File: config.mk
export PLATFORM = sky130hd
export DESIGN_NAME = xorshift_range_random_top_flat
export DESIGN_NICKNAME = d
export VERILOG_FILES = /design/src/rtl/core/xrr_pkg.sv /design/src/rtl/core/xrr_req_if.sv /design/src/rtl/core/xrr_rsp_if.sv /design/src/rtl/core/xrr_mul.sv /design/src/rtl/core/xrr_div.sv /design/src/rtl/core/xorshift_range_random_top.sv /design/src/flat_wrapper.sv
export SDC_FILE = /design/constraint.sdc
export NUM_CORES = 2
export LEC_CHECK = 0
export ABC_CLOCK_PERIOD_IN_PS = 21300
export BUFFER_PORTS_ARGS = -buffer_cell sky130_fd_sc_hd__buf_2
export CAP_MARGIN = 20
export CORE_MARGIN = 1
export CORE_UTILIZATION = 45
export DETAILED_ROUTE_END_ITERATION = 12
export HOLD_SLACK_MARGIN = 0.08
export PLACE_DENSITY = 0.64
export RECOVER_POWER = 25
export REMOVE_ABC_BUFFERS = 1
export SETUP_SLACK_MARGIN = 0.05
export SLEW_MARGIN = 40
export SYNTH_ARGS = -nofsm -noshare
export SYNTH_HDL_FRONTEND = slang
export SYNTH_SLANG_ARGS = --single-unit
File: constraint.sdc
create_clock -name i_clk -period 21.3 [get_ports i_clk]
set_clock_uncertainty 0.2 [all_clocks]
set_input_delay 6.39 -clock i_clk [delete_from_list [all_inputs] [get_ports i_clk]]
set_output_delay 6.39 -clock i_clk [all_outputs]
set_load 0.01 [all_outputs]
File: src/rtl/core/xrr_pkg.sv
// shared constants and widths for the xorshift range generator
package xrr_pkg;

    // field and datapath widths
    localparam int VAL_W   = 32;
    localparam int SPAN_W  = VAL_W + 1;
    localparam int DRAW_W  = 64;
    localparam int DIGIT_W = 2;
    localparam int STEPS   = DRAW_W / DIGIT_W;
    localparam int CNT_W   = $clog2(STEPS);

    // generator constants
    localparam logic [DRAW_W-1:0] GOLDEN_SEED  = 64'h9E37_79B9_7F4A_7C15;
    localparam logic [DRAW_W-1:0] STAR_MULT    = 64'h2545_F491_4F6C_DD1D;
    localparam logic [DRAW_W-1:0] STAR_MULT_X2 = STAR_MULT << 1;
    localparam logic [DRAW_W-1:0] STAR_MULT_X3 = STAR_MULT + STAR_MULT_X2;

    // xorshift amounts
    localparam int XS_A = 12;
    localparam int XS_B = 25;
    localparam int XS_C = 27;

    // apb address width and register decode
    localparam int ADDR_W = 4;
    localparam logic REG_SEED = 1'b0;

endpackage

File: src/rtl/core/xrr_req_if.sv
// request channel: inclusive range bounds
interface xrr_req_if import xrr_pkg::*; ();

    logic             valid;
    logic             ready;
    logic [VAL_W-1:0] range_low;
    logic [VAL_W-1:0] range_high;

    modport source (output valid, range_low, range_high, input ready);
    modport sink   (input valid, range_low, range_high, output ready);

endinterface

File: src/rtl/core/xrr_rsp_if.sv
// result channel: drawn value and range error flag
interface xrr_rsp_if import xrr_pkg::*; ();

    logic             valid;
    logic             ready;
    logic [VAL_W-1:0] drawn_value;
    logic             range_error;

    modport source (output valid, drawn_value, range_error, input ready);
    modport sink   (input valid, drawn_value, range_error, output ready);

endinterface

File: src/rtl/core/xrr_mul.sv
// digit-serial multiply of the generator state by the fixed odd constant, modulo 2^64
module xrr_mul import xrr_pkg::*; (
    input  logic              i_clk,
    input  logic              i_rst_n,
    input  logic              i_start,
    input  logic [DRAW_W-1:0] i_mplier,
    output logic              o_done,
    output logic [DRAW_W-1:0] o_product
);

    logic              r_busy;
    logic              r_done;
    logic [CNT_W-1:0]  r_cnt;
    logic [DRAW_W-1:0] r_mplier;
    logic [DRAW_W-1:0] r_acc;
    logic [DRAW_W-1:0] w_part;

    // constant multiple picked by the top digit
    always_comb begin
        unique case (r_mplier[DRAW_W-1 -: DIGIT_W])
            2'd0:    w_part = '0;
            2'd1:    w_part = STAR_MULT;
            2'd2:    w_part = STAR_MULT_X2;
            default: w_part = STAR_MULT_X3;
        endcase
    end

    // horner accumulation, most significant digit first
    always_ff @(posedge i_clk) begin
        if (!i_rst_n) begin
            r_busy <= 1'b0;
            r_done <= 1'b0;
            r_cnt  <= '0;
        end else begin
            r_done <= 1'b0;
            if (i_start) begin
                r_busy   <= 1'b1;
                r_cnt    <= '0;
                r_acc    <= '0;
                r_mplier <= i_mplier;
            end else if (r_busy) begin
                r_acc    <= (r_acc << DIGIT_W) + w_part;
                r_mplier <= r_mplier << DIGIT_W;
                r_cnt    <= r_cnt + 1'b1;
                if (r_cnt == CNT_W'(STEPS - 1)) begin
                    r_busy <= 1'b0;
                    r_done <= 1'b1;
                end
            end
        end
    end

    assign o_done    = r_done;
    assign o_product = r_acc;

endmodule

File: src/rtl/core/xrr_div.sv
// digit-serial remainder of a 64-bit draw by a span of up to 2^32
module xrr_div import xrr_pkg::*; (
    input  logic              i_clk,
    input  logic              i_rst_n,
    input  logic              i_start,
    input  logic [DRAW_W-1:0] i_dividend,
    input  logic [SPAN_W-1:0] i_divisor,
    output logic              o_done,
    output logic [VAL_W-1:0]  o_rem
);

    logic              r_busy;
    logic              r_done;
    logic [CNT_W-1:0]  r_cnt;
    logic [DRAW_W-1:0] r_dvd;
    logic [SPAN_W-1:0] r_dsr;
    logic [VAL_W-1:0]  r_rem;
    logic [VAL_W-1:0]  w_rem_mid;
    logic [VAL_W-1:0]  w_rem_nxt;

    // one restoring step: shift in a bit, subtract the span when it fits
    function automatic logic [VAL_W-1:0] f_step(
        input logic [VAL_W-1:0]  rem_in,
        input logic              bit_in,
        input logic [SPAN_W-1:0] dsr
    );
        logic [SPAN_W-1:0] t;
        t = {rem_in, bit_in};
        if (t >= dsr) begin
            f_step = VAL_W'(t - dsr);
        end else begin
            f_step = VAL_W'(t);
        end
    endfunction

    // two dividend bits per cycle
    assign w_rem_mid = f_step(r_rem, r_dvd[DRAW_W-1], r_dsr);
    assign w_rem_nxt = f_step(w_rem_mid, r_dvd[DRAW_W-2], r_dsr);

    always_ff @(posedge i_clk) begin
        if (!i_rst_n) begin
            r_busy <= 1'b0;
            r_done <= 1'b0;
            r_cnt  <= '0;
        end else begin
            r_done <= 1'b0;
            if (i_start) begin
                r_busy <= 1'b1;
                r_cnt  <= '0;
                r_rem  <= '0;
                r_dvd  <= i_dividend;
                r_dsr  <= i_divisor;
            end else if (r_busy) begin
                r_rem <= w_rem_nxt;
                r_dvd <= r_dvd << DIGIT_W;
                r_cnt <= r_cnt + 1'b1;
                if (r_cnt == CNT_W'(STEPS - 1)) begin
                    r_busy <= 1'b0;
                    r_done <= 1'b1;
                end
            end
        end
    end

    assign o_done = r_done;
    assign o_rem  = r_rem;

endmodule

File: src/rtl/core/xorshift_range_random_top.sv
// top level: request handling, generator state, rejection check and apb seed register
//
// usage
//   i_req carries an inclusive range (range_low, range_high); o_rsp returns one
//   transaction per request with drawn_value and range_error. The seed register
//   sits at apb byte address 0 (64-bit data); writing it reloads the generator
//   state with the seed, or the golden constant for a zero seed, ORed with one.
//   Write the seed only while no request is in flight.
// sequence
//   one request at a time. A draw takes one xorshift step, a multiply and a
//   remainder unit (two bits a cycle), a subtract and the rejection check; a
//   rejected draw repeats it. The result enters the output register and the
//   next request can be taken in the cycle after. An inverted range goes
//   straight to the output stage, with range_error set and the state left as
//   it was.
// reset and stalls
//   reset loads the state and seed with the golden constant and empties the
//   output register. A finished result waits in the output register; the next
//   request is taken meanwhile, and its result is held until the register frees.
module xorshift_range_random_top import xrr_pkg::*; (
    input  logic              i_clk,
    input  logic              i_rst_n,
    xrr_req_if.sink           i_req,
    xrr_rsp_if.source         o_rsp,
    input  logic              psel,
    input  logic              penable,
    input  logic              pwrite,
    input  logic [ADDR_W-1:0] paddr,
    input  logic [DRAW_W-1:0] pwdata,
    output logic [DRAW_W-1:0] prdata,
    output logic              pready
);

    typedef enum logic [2:0] {
        S_IDLE,
        S_ADV,
        S_MUL,
        S_DIV,
        S_SUB,
        S_CHK,
        S_PUT
    } t_fsm;

    t_fsm              r_fsm;
    logic [DRAW_W-1:0] r_state;
    logic [DRAW_W-1:0] r_seed;
    logic [VAL_W-1:0]  r_lo;
    logic [SPAN_W-1:0] r_span;
    logic              r_err;
    logic [DRAW_W-1:0] r_diff;
    logic [VAL_W-1:0]  r_res;
    logic              r_mul_start;
    logic              r_div_start;
    logic              r_out_valid;
    logic [VAL_W-1:0]  r_out_value;
    logic              r_out_error;

    logic              w_cfg_wr;
    logic              w_inverted;
    logic [DRAW_W-1:0] w_xs;
    logic              w_mul_done;
    logic [DRAW_W-1:0] w_product;
    logic              w_div_done;
    logic [VAL_W-1:0]  w_rem;
    logic [DRAW_W:0]   w_sum;

    // xorshift step of the generator
    function automatic logic [DRAW_W-1:0] f_xorshift(input logic [DRAW_W-1:0] s_in);
        logic [DRAW_W-1:0] s;
        s = s_in;
        s = s ^ (s >> XS_A);
        s = s ^ (s << XS_B);
        s = s ^ (s >> XS_C);
        f_xorshift = s;
    endfunction

    assign w_xs       = f_xorshift(r_state);
    assign w_cfg_wr   = psel && penable && pwrite && pready && (paddr[ADDR_W-1] == REG_SEED);
    assign w_inverted = i_req.range_high < i_req.range_low;

    // next multiple of the span past the draw's own overflows when the draw is rejected
    assign w_sum = {1'b0, r_diff} + (DRAW_W + 1)'(r_span);

    // serial multiplier
    xrr_mul u_mul (
        .i_clk     (i_clk),
        .i_rst_n   (i_rst_n),
        .i_start   (r_mul_start),
        .i_mplier  (r_state),
        .o_done    (w_mul_done),
        .o_product (w_product)
    );

    // serial remainder unit
    xrr_div u_div (
        .i_clk      (i_clk),
        .i_rst_n    (i_rst_n),
        .i_start    (r_div_start),
        .i_dividend (w_product),
        .i_divisor  (r_span),
        .o_done     (w_div_done),
        .o_rem      (w_rem)
    );

    // sequencer, generator state, seed register and output register
    always_ff @(posedge i_clk) begin
        if (!i_rst_n) begin
            r_fsm       <= S_IDLE;
            r_state     <= GOLDEN_SEED;
            r_seed      <= GOLDEN_SEED;
            r_mul_start <= 1'b0;
            r_div_start <= 1'b0;
            r_out_valid <= 1'b0;
        end else begin
            r_mul_start <= 1'b0;
            r_div_start <= 1'b0;
            // output empties once taken, unless a new result replaces it
            if (o_rsp.valid && o_rsp.ready && (r_fsm != S_PUT)) begin
                r_out_valid <= 1'b0;
            end
            // generator state: advance on a draw, reload on a seed write
            if (r_fsm == S_ADV) begin
                r_state <= w_xs;
            end else if (w_cfg_wr) begin
                r_state <= ((pwdata != '0) ? pwdata : GOLDEN_SEED) | DRAW_W'(1);
            end
            if (w_cfg_wr) begin
                r_seed <= pwdata;
            end
            unique case (r_fsm)
                S_IDLE: begin
                    if (i_req.valid) begin
                        r_lo   <= i_req.range_low;
                        r_span <= {1'b0, i_req.range_high} - {1'b0, i_req.range_low}
                                  + SPAN_W'(1);
                        r_err  <= w_inverted;
                        r_res  <= '0;
                        r_fsm  <= w_inverted ? S_PUT : S_ADV;
                    end
                end
                S_ADV: begin
                    r_mul_start <= 1'b1;
                    r_fsm       <= S_MUL;
                end
                S_MUL: begin
                    if (w_mul_done) begin
                        r_div_start <= 1'b1;
                        r_fsm       <= S_DIV;
                    end
                end
                S_DIV: begin
                    if (w_div_done) begin
                        r_fsm <= S_SUB;
                    end
                end
                S_SUB: begin
                    r_diff <= w_product - DRAW_W'(w_rem);
                    r_fsm  <= S_CHK;
                end
                S_CHK: begin
                    if (w_sum[DRAW_W]) begin
                        r_fsm <= S_ADV;
                    end else begin
                        r_res <= r_lo + w_rem;
                        r_fsm <= S_PUT;
                    end
                end
                S_PUT: begin
                    if (!r_out_valid || o_rsp.ready) begin
                        r_out_valid <= 1'b1;
                        r_out_value <= r_res;
                        r_out_error <= r_err;
                        r_fsm       <= S_IDLE;
                    end
                end
                default: begin
                    r_fsm <= S_IDLE;
                end
            endcase
        end
    end

    // port drive
    assign i_req.ready       = (r_fsm == S_IDLE);
    assign o_rsp.valid       = r_out_valid;
    assign o_rsp.drawn_value = r_out_value;
    assign o_rsp.range_error = r_out_error;
    assign prdata            = r_seed;
    assign pready            = 1'b1;

    // generator state never reaches zero
    a_state_nonzero: assert property (@(posedge i_clk) disable iff (!i_rst_n)
        r_state != '0)
        else $error("generator state is zero");

    // flagged results carry a zero value
    a_error_zero: assert property (@(posedge i_clk) disable iff (!i_rst_n)
        (o_rsp.valid && o_rsp.range_error) |-> (o_rsp.drawn_value == '0))
        else $error("flagged result with non-zero value");

    // remainder is below the span when the unit finishes
    a_rem_range: assert property (@(posedge i_clk) disable iff (!i_rst_n)
        w_div_done |-> ({1'b0, w_rem} < r_span))
        else $error("remainder not below span");

    // rejection check always follows the subtract
    a_chk_order: assert property (@(posedge i_clk) disable iff (!i_rst_n)
        (r_fsm == S_CHK) |-> ($past(r_fsm) == S_SUB))
        else $error("rejection check entered out of order");

endmodule
File: src/flat_wrapper.sv
// flat-port wrapper written by rule: the top's interface ports become plain ports
module xorshift_range_random_top_flat import xrr_pkg::*;
  (i_clk, i_rst_n, psel, penable, pwrite, paddr, pwdata, prdata, pready, i_req_valid, i_req_range_low, i_req_range_high, i_req_ready, o_rsp_valid, o_rsp_drawn_value, o_rsp_range_error, o_rsp_ready);
  xrr_req_if i_req_i ();
  xrr_rsp_if o_rsp_i ();
  input  logic i_clk;
  input  logic i_rst_n;
  input  logic psel;
  input  logic penable;
  input  logic pwrite;
  input  logic [ADDR_W-1:0] paddr;
  input  logic [DRAW_W-1:0] pwdata;
  output logic [DRAW_W-1:0] prdata;
  output logic pready;
  input wire logic [$bits(i_req_i.valid)-1:0] i_req_valid;
  input wire logic [$bits(i_req_i.range_low)-1:0] i_req_range_low;
  input wire logic [$bits(i_req_i.range_high)-1:0] i_req_range_high;
  output wire logic [$bits(i_req_i.ready)-1:0] i_req_ready;
  output wire logic [$bits(o_rsp_i.valid)-1:0] o_rsp_valid;
  output wire logic [$bits(o_rsp_i.drawn_value)-1:0] o_rsp_drawn_value;
  output wire logic [$bits(o_rsp_i.range_error)-1:0] o_rsp_range_error;
  input wire logic [$bits(o_rsp_i.ready)-1:0] o_rsp_ready;
  assign i_req_i.valid = i_req_valid;
  assign i_req_i.range_low = i_req_range_low;
  assign i_req_i.range_high = i_req_range_high;
  assign i_req_ready = i_req_i.ready;
  assign o_rsp_valid = o_rsp_i.valid;
  assign o_rsp_drawn_value = o_rsp_i.drawn_value;
  assign o_rsp_range_error = o_rsp_i.range_error;
  assign o_rsp_i.ready = o_rsp_ready;
  xorshift_range_random_top u_core (.i_clk(i_clk), .i_rst_n(i_rst_n), .i_req(i_req_i), .o_rsp(o_rsp_i), .psel(psel), .penable(penable), .pwrite(pwrite), .paddr(paddr), .pwdata(pwdata), .prdata(prdata), .pready(pready));
endmodule
Word-level counts from Yosys, hierarchy flattened:

Cells that the tools add are included.

* logic and storage cells: 122
* output and inout bits: 100
* flip-flop bits (word level): 600

* eq/ne operators: 16
* reduce and logical (&&, ||, !) cells: 27
* magnitude comparators: 3
* bitwise gates (word level): 7
* mux-type cells: 35
* $add $sub $neg: 10

Operators with widths (count)
* 64-bit 2-to-1 mux: 8
* 63-bit one-hot mux with 3 select lines: 1
* 32-bit 2-to-1 mux: 5
* 33-bit greater-or-equal comparator: 2
* 64-bit by 33-bit adder with 65-bit output: 1
* 64-bit adder: 1
* 32-bit one-hot mux with 2 select lines: 1
* 64-bit nonzero test: 1
* 32-bit subtractor: 2
* 64-bit by 32-bit subtractor with 64-bit output: 1
* 64-bit by 37-bit bitwise XOR with 64-bit output: 1
* 64-bit by 52-bit bitwise XOR with 64-bit output: 1
* 64-bit bitwise XOR: 1
* 33-bit by 1-bit adder with 33-bit output, second input constant: 1
* 32-bit by 32-bit subtractor with 33-bit output: 1
* 32-bit adder: 1
* 32-bit less-than comparator: 1
* 3-bit one-hot mux with 7 select lines: 1
* 3-bit 2-to-1 mux: 6
* 1-bit 2-to-1 mux: 13
* 5-bit by 1-bit adder with 5-bit output, second input constant: 2
* 5-bit equality test, second input constant: 2
* 2-bit AND reduction: 5
* 3-bit equality test, second input constant: 3
* other kinds (18): 36

Depth between registers and ports, before layout:

* depth in word-level cells: 5
* gate-level depth with buffers: 25
* mapped depth without buffers: 24

By module:

Synthesis repeated with hierarchy kept, for this count alone.

* cell total of the unflattened synthesis: 3951
* area total of the unflattened synthesis: 39401.5 um2

By module, submodules not included
* xorshift_range_random_top: area an instance 20515.9 um2, times used 1, cells each 2150
* xrr_div: area an instance 9482.8 um2, times used 1, cells each 886
* xrr_mul: area an instance 9402.8 um2, times used 1, cells each 915

Least setup slack after synthesis:

No wires, ideal clock.

* kind: input to register
* from: input port i_rst_n
* to: register u_core.r_diff[0] (enable)
* stages: 3
* setup time: 0.645 ns
* buffers on the path: 2
* path slack: 7.406 ns
* arrival: 13.048 ns
* cell sequence: clkbuf_1 > clkbuf_1 > nor4bb_1

* cells in the longest elaborated chain, start to end: 1

RTL lines
* start: declaration: RTL line flat_wrapper.sv:7 `input logic i_rst_n;`
* 2-bit AND reduction (no line)
* end signal: assignment: RTL line xorshift_range_random_top.sv:157 `r_diff <= w_product - DRAW_W'(w_rem);`
* end: declaration: RTL line xorshift_range_random_top.sv:50 `logic [DRAW_W-1:0] r_diff;`

No other way between the ends.
A chain may end at the register's enable or synchronous reset.

Worst setup path in the final report:

* from: input port i_req_range_low[4]
* to: register u_core.r_span[32], data pin

* cells in the longest elaborated chain, start to end: 2

RTL lines
* start: declaration: RTL line flat_wrapper.sv:16 `input wire logic [$bits(i_req_i.range_low)-1:0] i_req_range_low;`
* 32-bit by 32-bit subtractor with 33-bit output: RTL line xorshift_range_random_top.sv:134 `r_span <= {1'b0, i_req.range_high} - {1'b0, i_req.range_low}`
* 33-bit by 1-bit adder with 33-bit output: RTL line xorshift_range_random_top.sv:135 `+ SPAN_W'(1);`
* end signal: assignment: RTL line xorshift_range_random_top.sv:134
* end: declaration: RTL line xorshift_range_random_top.sv:48 `logic [SPAN_W-1:0] r_span;`

No other way between the ends.

==> impl_results.md <==
- Status: complete, but fails checks
- Failing checks: capacitance limit, slew limit
- Fraction of layout cells with a size suffix above 1: 0.136
- Post-CTS setup buffer count: 0
- Sequential power share: 0.403
- Core area: 82000 µm²
- Fraction of registers with async set/reset: 0
- Layout area overhead: 12.5%
- Pin count of the biggest net entering global routing: 83
- Synth Area per Inst: between 10 and 15 µm²
- Post-synth top area cell: edfxtp_1
- Netlist cell types: between 80 and 90
- Post-synth top area share: 0.365
- IO Count: 239
- Synthesis Warnings: 0
- GR Util All Layers: 0.232
- Die height: 290 µm
- CP max FO: 4
- Slew Limit Headroom: -1.55
- Total wire length: 99100 µm
- Kind of critical path: in2reg
- Data required time of the critical path: 21.48 ns
- Worst Tran Pin Value: around 3.8 ns
- WL per Instance: 19.8 µm
- Drc violations: 0
- CTS Buf Count: 72
- Cells after synthesis: 3684
- Sequential Area: between 15000 and 20000 µm²
- Setup violators final: 0
- Net Sw Frac: 0.334
- Total gr overflow: 0
- Tmin final: 10.19 ns
- Setup TNS: 0 ns
- H-Tree Depth: 3
- DRT iter0 DRCs: 2022
- Period utilisation layout: 0.478
- Worst min path class: reg2reg
- Worst-path clk slew: 0.06 ns
- Sequential fraction of the synthesis area: 0.445
- Sw power: 0.00131 W
- Multi-input logic area: roughly 19000 µm²
- DP HPWL: 71500 µm
- Clk pwr share: 0.311
- Max Cap Violations: 5
- RSZ-0062 raised after global routing: no
- Post-CTS Hold Fix Bufs: 0
- Die Wd: 290 µm
- Via density per instance: 5.69
- Root Driver: clkbuf_16
- Diodes inserted: 0
- Site row count: 105
- First-pass GRT wire length: 153000 µm
- Mapped cell area: 37200 µm²
- Post-synth EDFFs: ~450
- Final Util: 0.511
- Die area: 83800 µm²
- Nets: around 4300
- Max Root-Sink Buffers: 3
- GP Congestion: 0.918
- Worst-Skew Late Latency: ~0.65 ns
- Initial Utilization: 0.454
- Vias: 28500
- Power Dens Cells: approximately 94 nW/µm²
- Fmax: 0.0981 GHz
- Post_cts resized: 0
- Leak pwr: 16.6 nW
- Initial antenna violation count: 1
- Synth Register Bits: 600
- Final-report hold violation count: 0
- P_int: 0.00261 W
- Vias in the first global route: about 27000
- Worst VDD drop: 63.9 µV
- Post-route antenna net violation count: 0
- IO Port Bufs: 234
- Slew Limit Fails: 264
- CTS tree: done
- TritonRoute pass-1 iters: 6
- Setup crit end kind: flop
- Sink Count: 600
- Arr. time, crit path: 10.37 ns
- Synth top area cells: edfxtp_1 (36%), ha_1 (9.7%), dfxtp_1 (8.0%)
- FILL cells: 7573
- Prevailing post-synth register cell: edfxtp_1
- Logic pwr share: 0.287
- CP startpoint kind: input port
-- cells in the final DEF, fill, tap and decap left out, types with 16 or more instances in the layout --
cell / synthesis / layout
a21oi_1: 249 / 249
mux2_2: 133 / 120
o31ai_1: 16 / 16
nand2_1: 315 / 314
o221ai_1: 32 / 32
o21bai_1: 33 / 33
a211oi_1: 33 / 33
nor2_1: 294 / 292
nand3_1: 95 / 95
nor4_1: 35 / 30
edfxtp_1: 452 / 452
nor2b_1: 52 / 52
xor2_1: 142 / 142
fa_1: 21 / 21
and3_1: 37 / 36
a21o_1: 105 / 105
a21boi_0: 50 / 50
nand2b_1: 27 / 26
or2_2: 20 / 19
ha_1: 288 / 288
xnor2_1: 190 / 190
a31oi_1: 24 / 24
clkbuf_1: 110 / 25
buf_2: 1 / 233
clkbuf_16: 0 / 72
nor3_1: 63 / 62
o21a_1: 32 / 30
dfxtp_1: 148 / 148
inv_1: 207 / 207
buf_4: 2 / 21
o21ai_0: 183 / 183
o211ai_1: 26 / 26
nand4_1: 49 / 49
-- power by group through the flow --
stage          Sequential, W  Combinational [W]  Clock [W]
2_1_floorplan        0.00156           0.000853          0
3_3_place_gp         0.00160            0.00109          0
3_5_place_dp         0.00160            0.00111          0
4_1_cts              0.00158            0.00112    0.00124
5_1_grt              0.00159            0.00125    0.00129
6_report             0.00158            0.00112    0.00122
-- cells in the mapped netlist, drive strengths merged (6+ instances only) --
cell and number:
or4 13, a21oi 249, nand2 316, o2111ai 7, mux2i 11, a22oi 9
dfxtp 148, nand3 95, or3 17, and2 13, a221oi 8, a211o 6
nor3b 14, ha 288, fa 21, edfxtp 452, nand4 49, a21o 105
nor2b 52, nor4 35, mux2 133, or2 21, a211oi 33, o21bai 33
a311oi 6, nor3 65, and3 37, a21boi 51, o21a 32, xnor2 190
nand2b 27, o211ai 26, o41ai 6, inv 207, clkbuf 110, buf 23
nor2 294, o31a 6, a31oi 24, o221ai 32, xor2 142, o21ai 184
o31ai 16
-- final cells by class --
class                      count  area share
clock buffer                  93      0.0454
timing repair buffer         264      0.0332
multi-input combinational   2744       0.466
inverter                     207      0.0186
sequential                   600       0.395
tap                         1070      0.0320
clock inverter                36      0.0100
-- path summary, 6_finish.rpt --
| kind | start | end | slack, ns | depth (start not counted) |
|---|---|---|---|---|
| min | u_core.r_res[20] | u_core.o_rsp.drawn_value[20] | 0.21 | 0 |
| max | i_req_range_low[4] | u_core.r_span[32] | 11.11 | 15 |
| max reg2reg | u_core.u_div.o_rem[3] | u_core.u_div.o_rem[23] | 13.48 | 23 |
| min reg2reg | u_core.r_res[20] | u_core.o_rsp.drawn_value[20] | 0.21 | 0 |
-- critical path, cell delays in order --
cell and delay (ns):
buf_2 0.11, inv_1 0.05, ha_1 0.18, inv_1 0.06
fa_1 0.54, nor2b_1 0.08, or4_1 0.39, a31o_2 0.26
a211oi_1 0.58, o211ai_1 0.31, a41o_1 0.34, a31o_2 0.28
o41ai_1 0.48, nand3_1 0.14, and3_1 0.19
-- cells by family after synthesis --
group	after synthesis	synth area share
compound gates	891	0.155
other cells	1	0.000101
flops	600	0.445
xor+xnor	332	0.0782
buf+inv	340	0.0347
simple gates	1067	0.136
fa+ha+maj	309	0.108
mux	144	0.0432
-- stage by stage --
stage / setup slack (ns) / hold slack, ns / power (W) / area (µm²) / std cells
after floorplan: 7.94 / 0.200 / 0.00241 / 36700 / 3551
after global placement: 10.57 / 0.203 / 0.00269 / 39500 / 4885
after detailed placement: 10.55 / 0.205 / 0.00271 / 39600 / 4885
after CTS: 11.19 / 0.201 / 0.00394 / 41900 / 5014
after global routing: 10.81 / 0.215 / 0.00413 / 41900 / 5014
final: 11.11 / 0.206 / 0.00392 / 41900 / 5014
-- sequential cells by signal, summed over array words and instances (netlist names), 3 cells and up --
signal and count:
u_core.u_mul.r_mplier 64, u_core.r_span 33, u_core.r_state 64, u_core.r_fsm 3
u_core.u_div.r_dsr 33, u_core.u_mul.o_product 64, u_core.r_res 32, u_core.u_mul.r_cnt 5
u_core.u_div.r_cnt 5, u_core.u_div.o_rem 32, u_core.r_diff 64, u_core.o_rsp.drawn_value 32
u_core.r_lo 32, u_core.u_div.r_dvd 64, u_core.prdata 64
-- metal layers --
| metal | vias to the layer above | wire, µm | track usage |
|---|---|---|---|
| met5 | - | 13 | 0 |
| met4 | 2 | 3020 | 0.0818 |
| met3 | 169 | 5730 | 0.0381 |
| met2 | 822 | 44900 | 0.364 |
| met1 | 13700 | 45400 | 0.324 |
| li1 | 13800 | - | - |
Power figures use the tool's default switching activity.
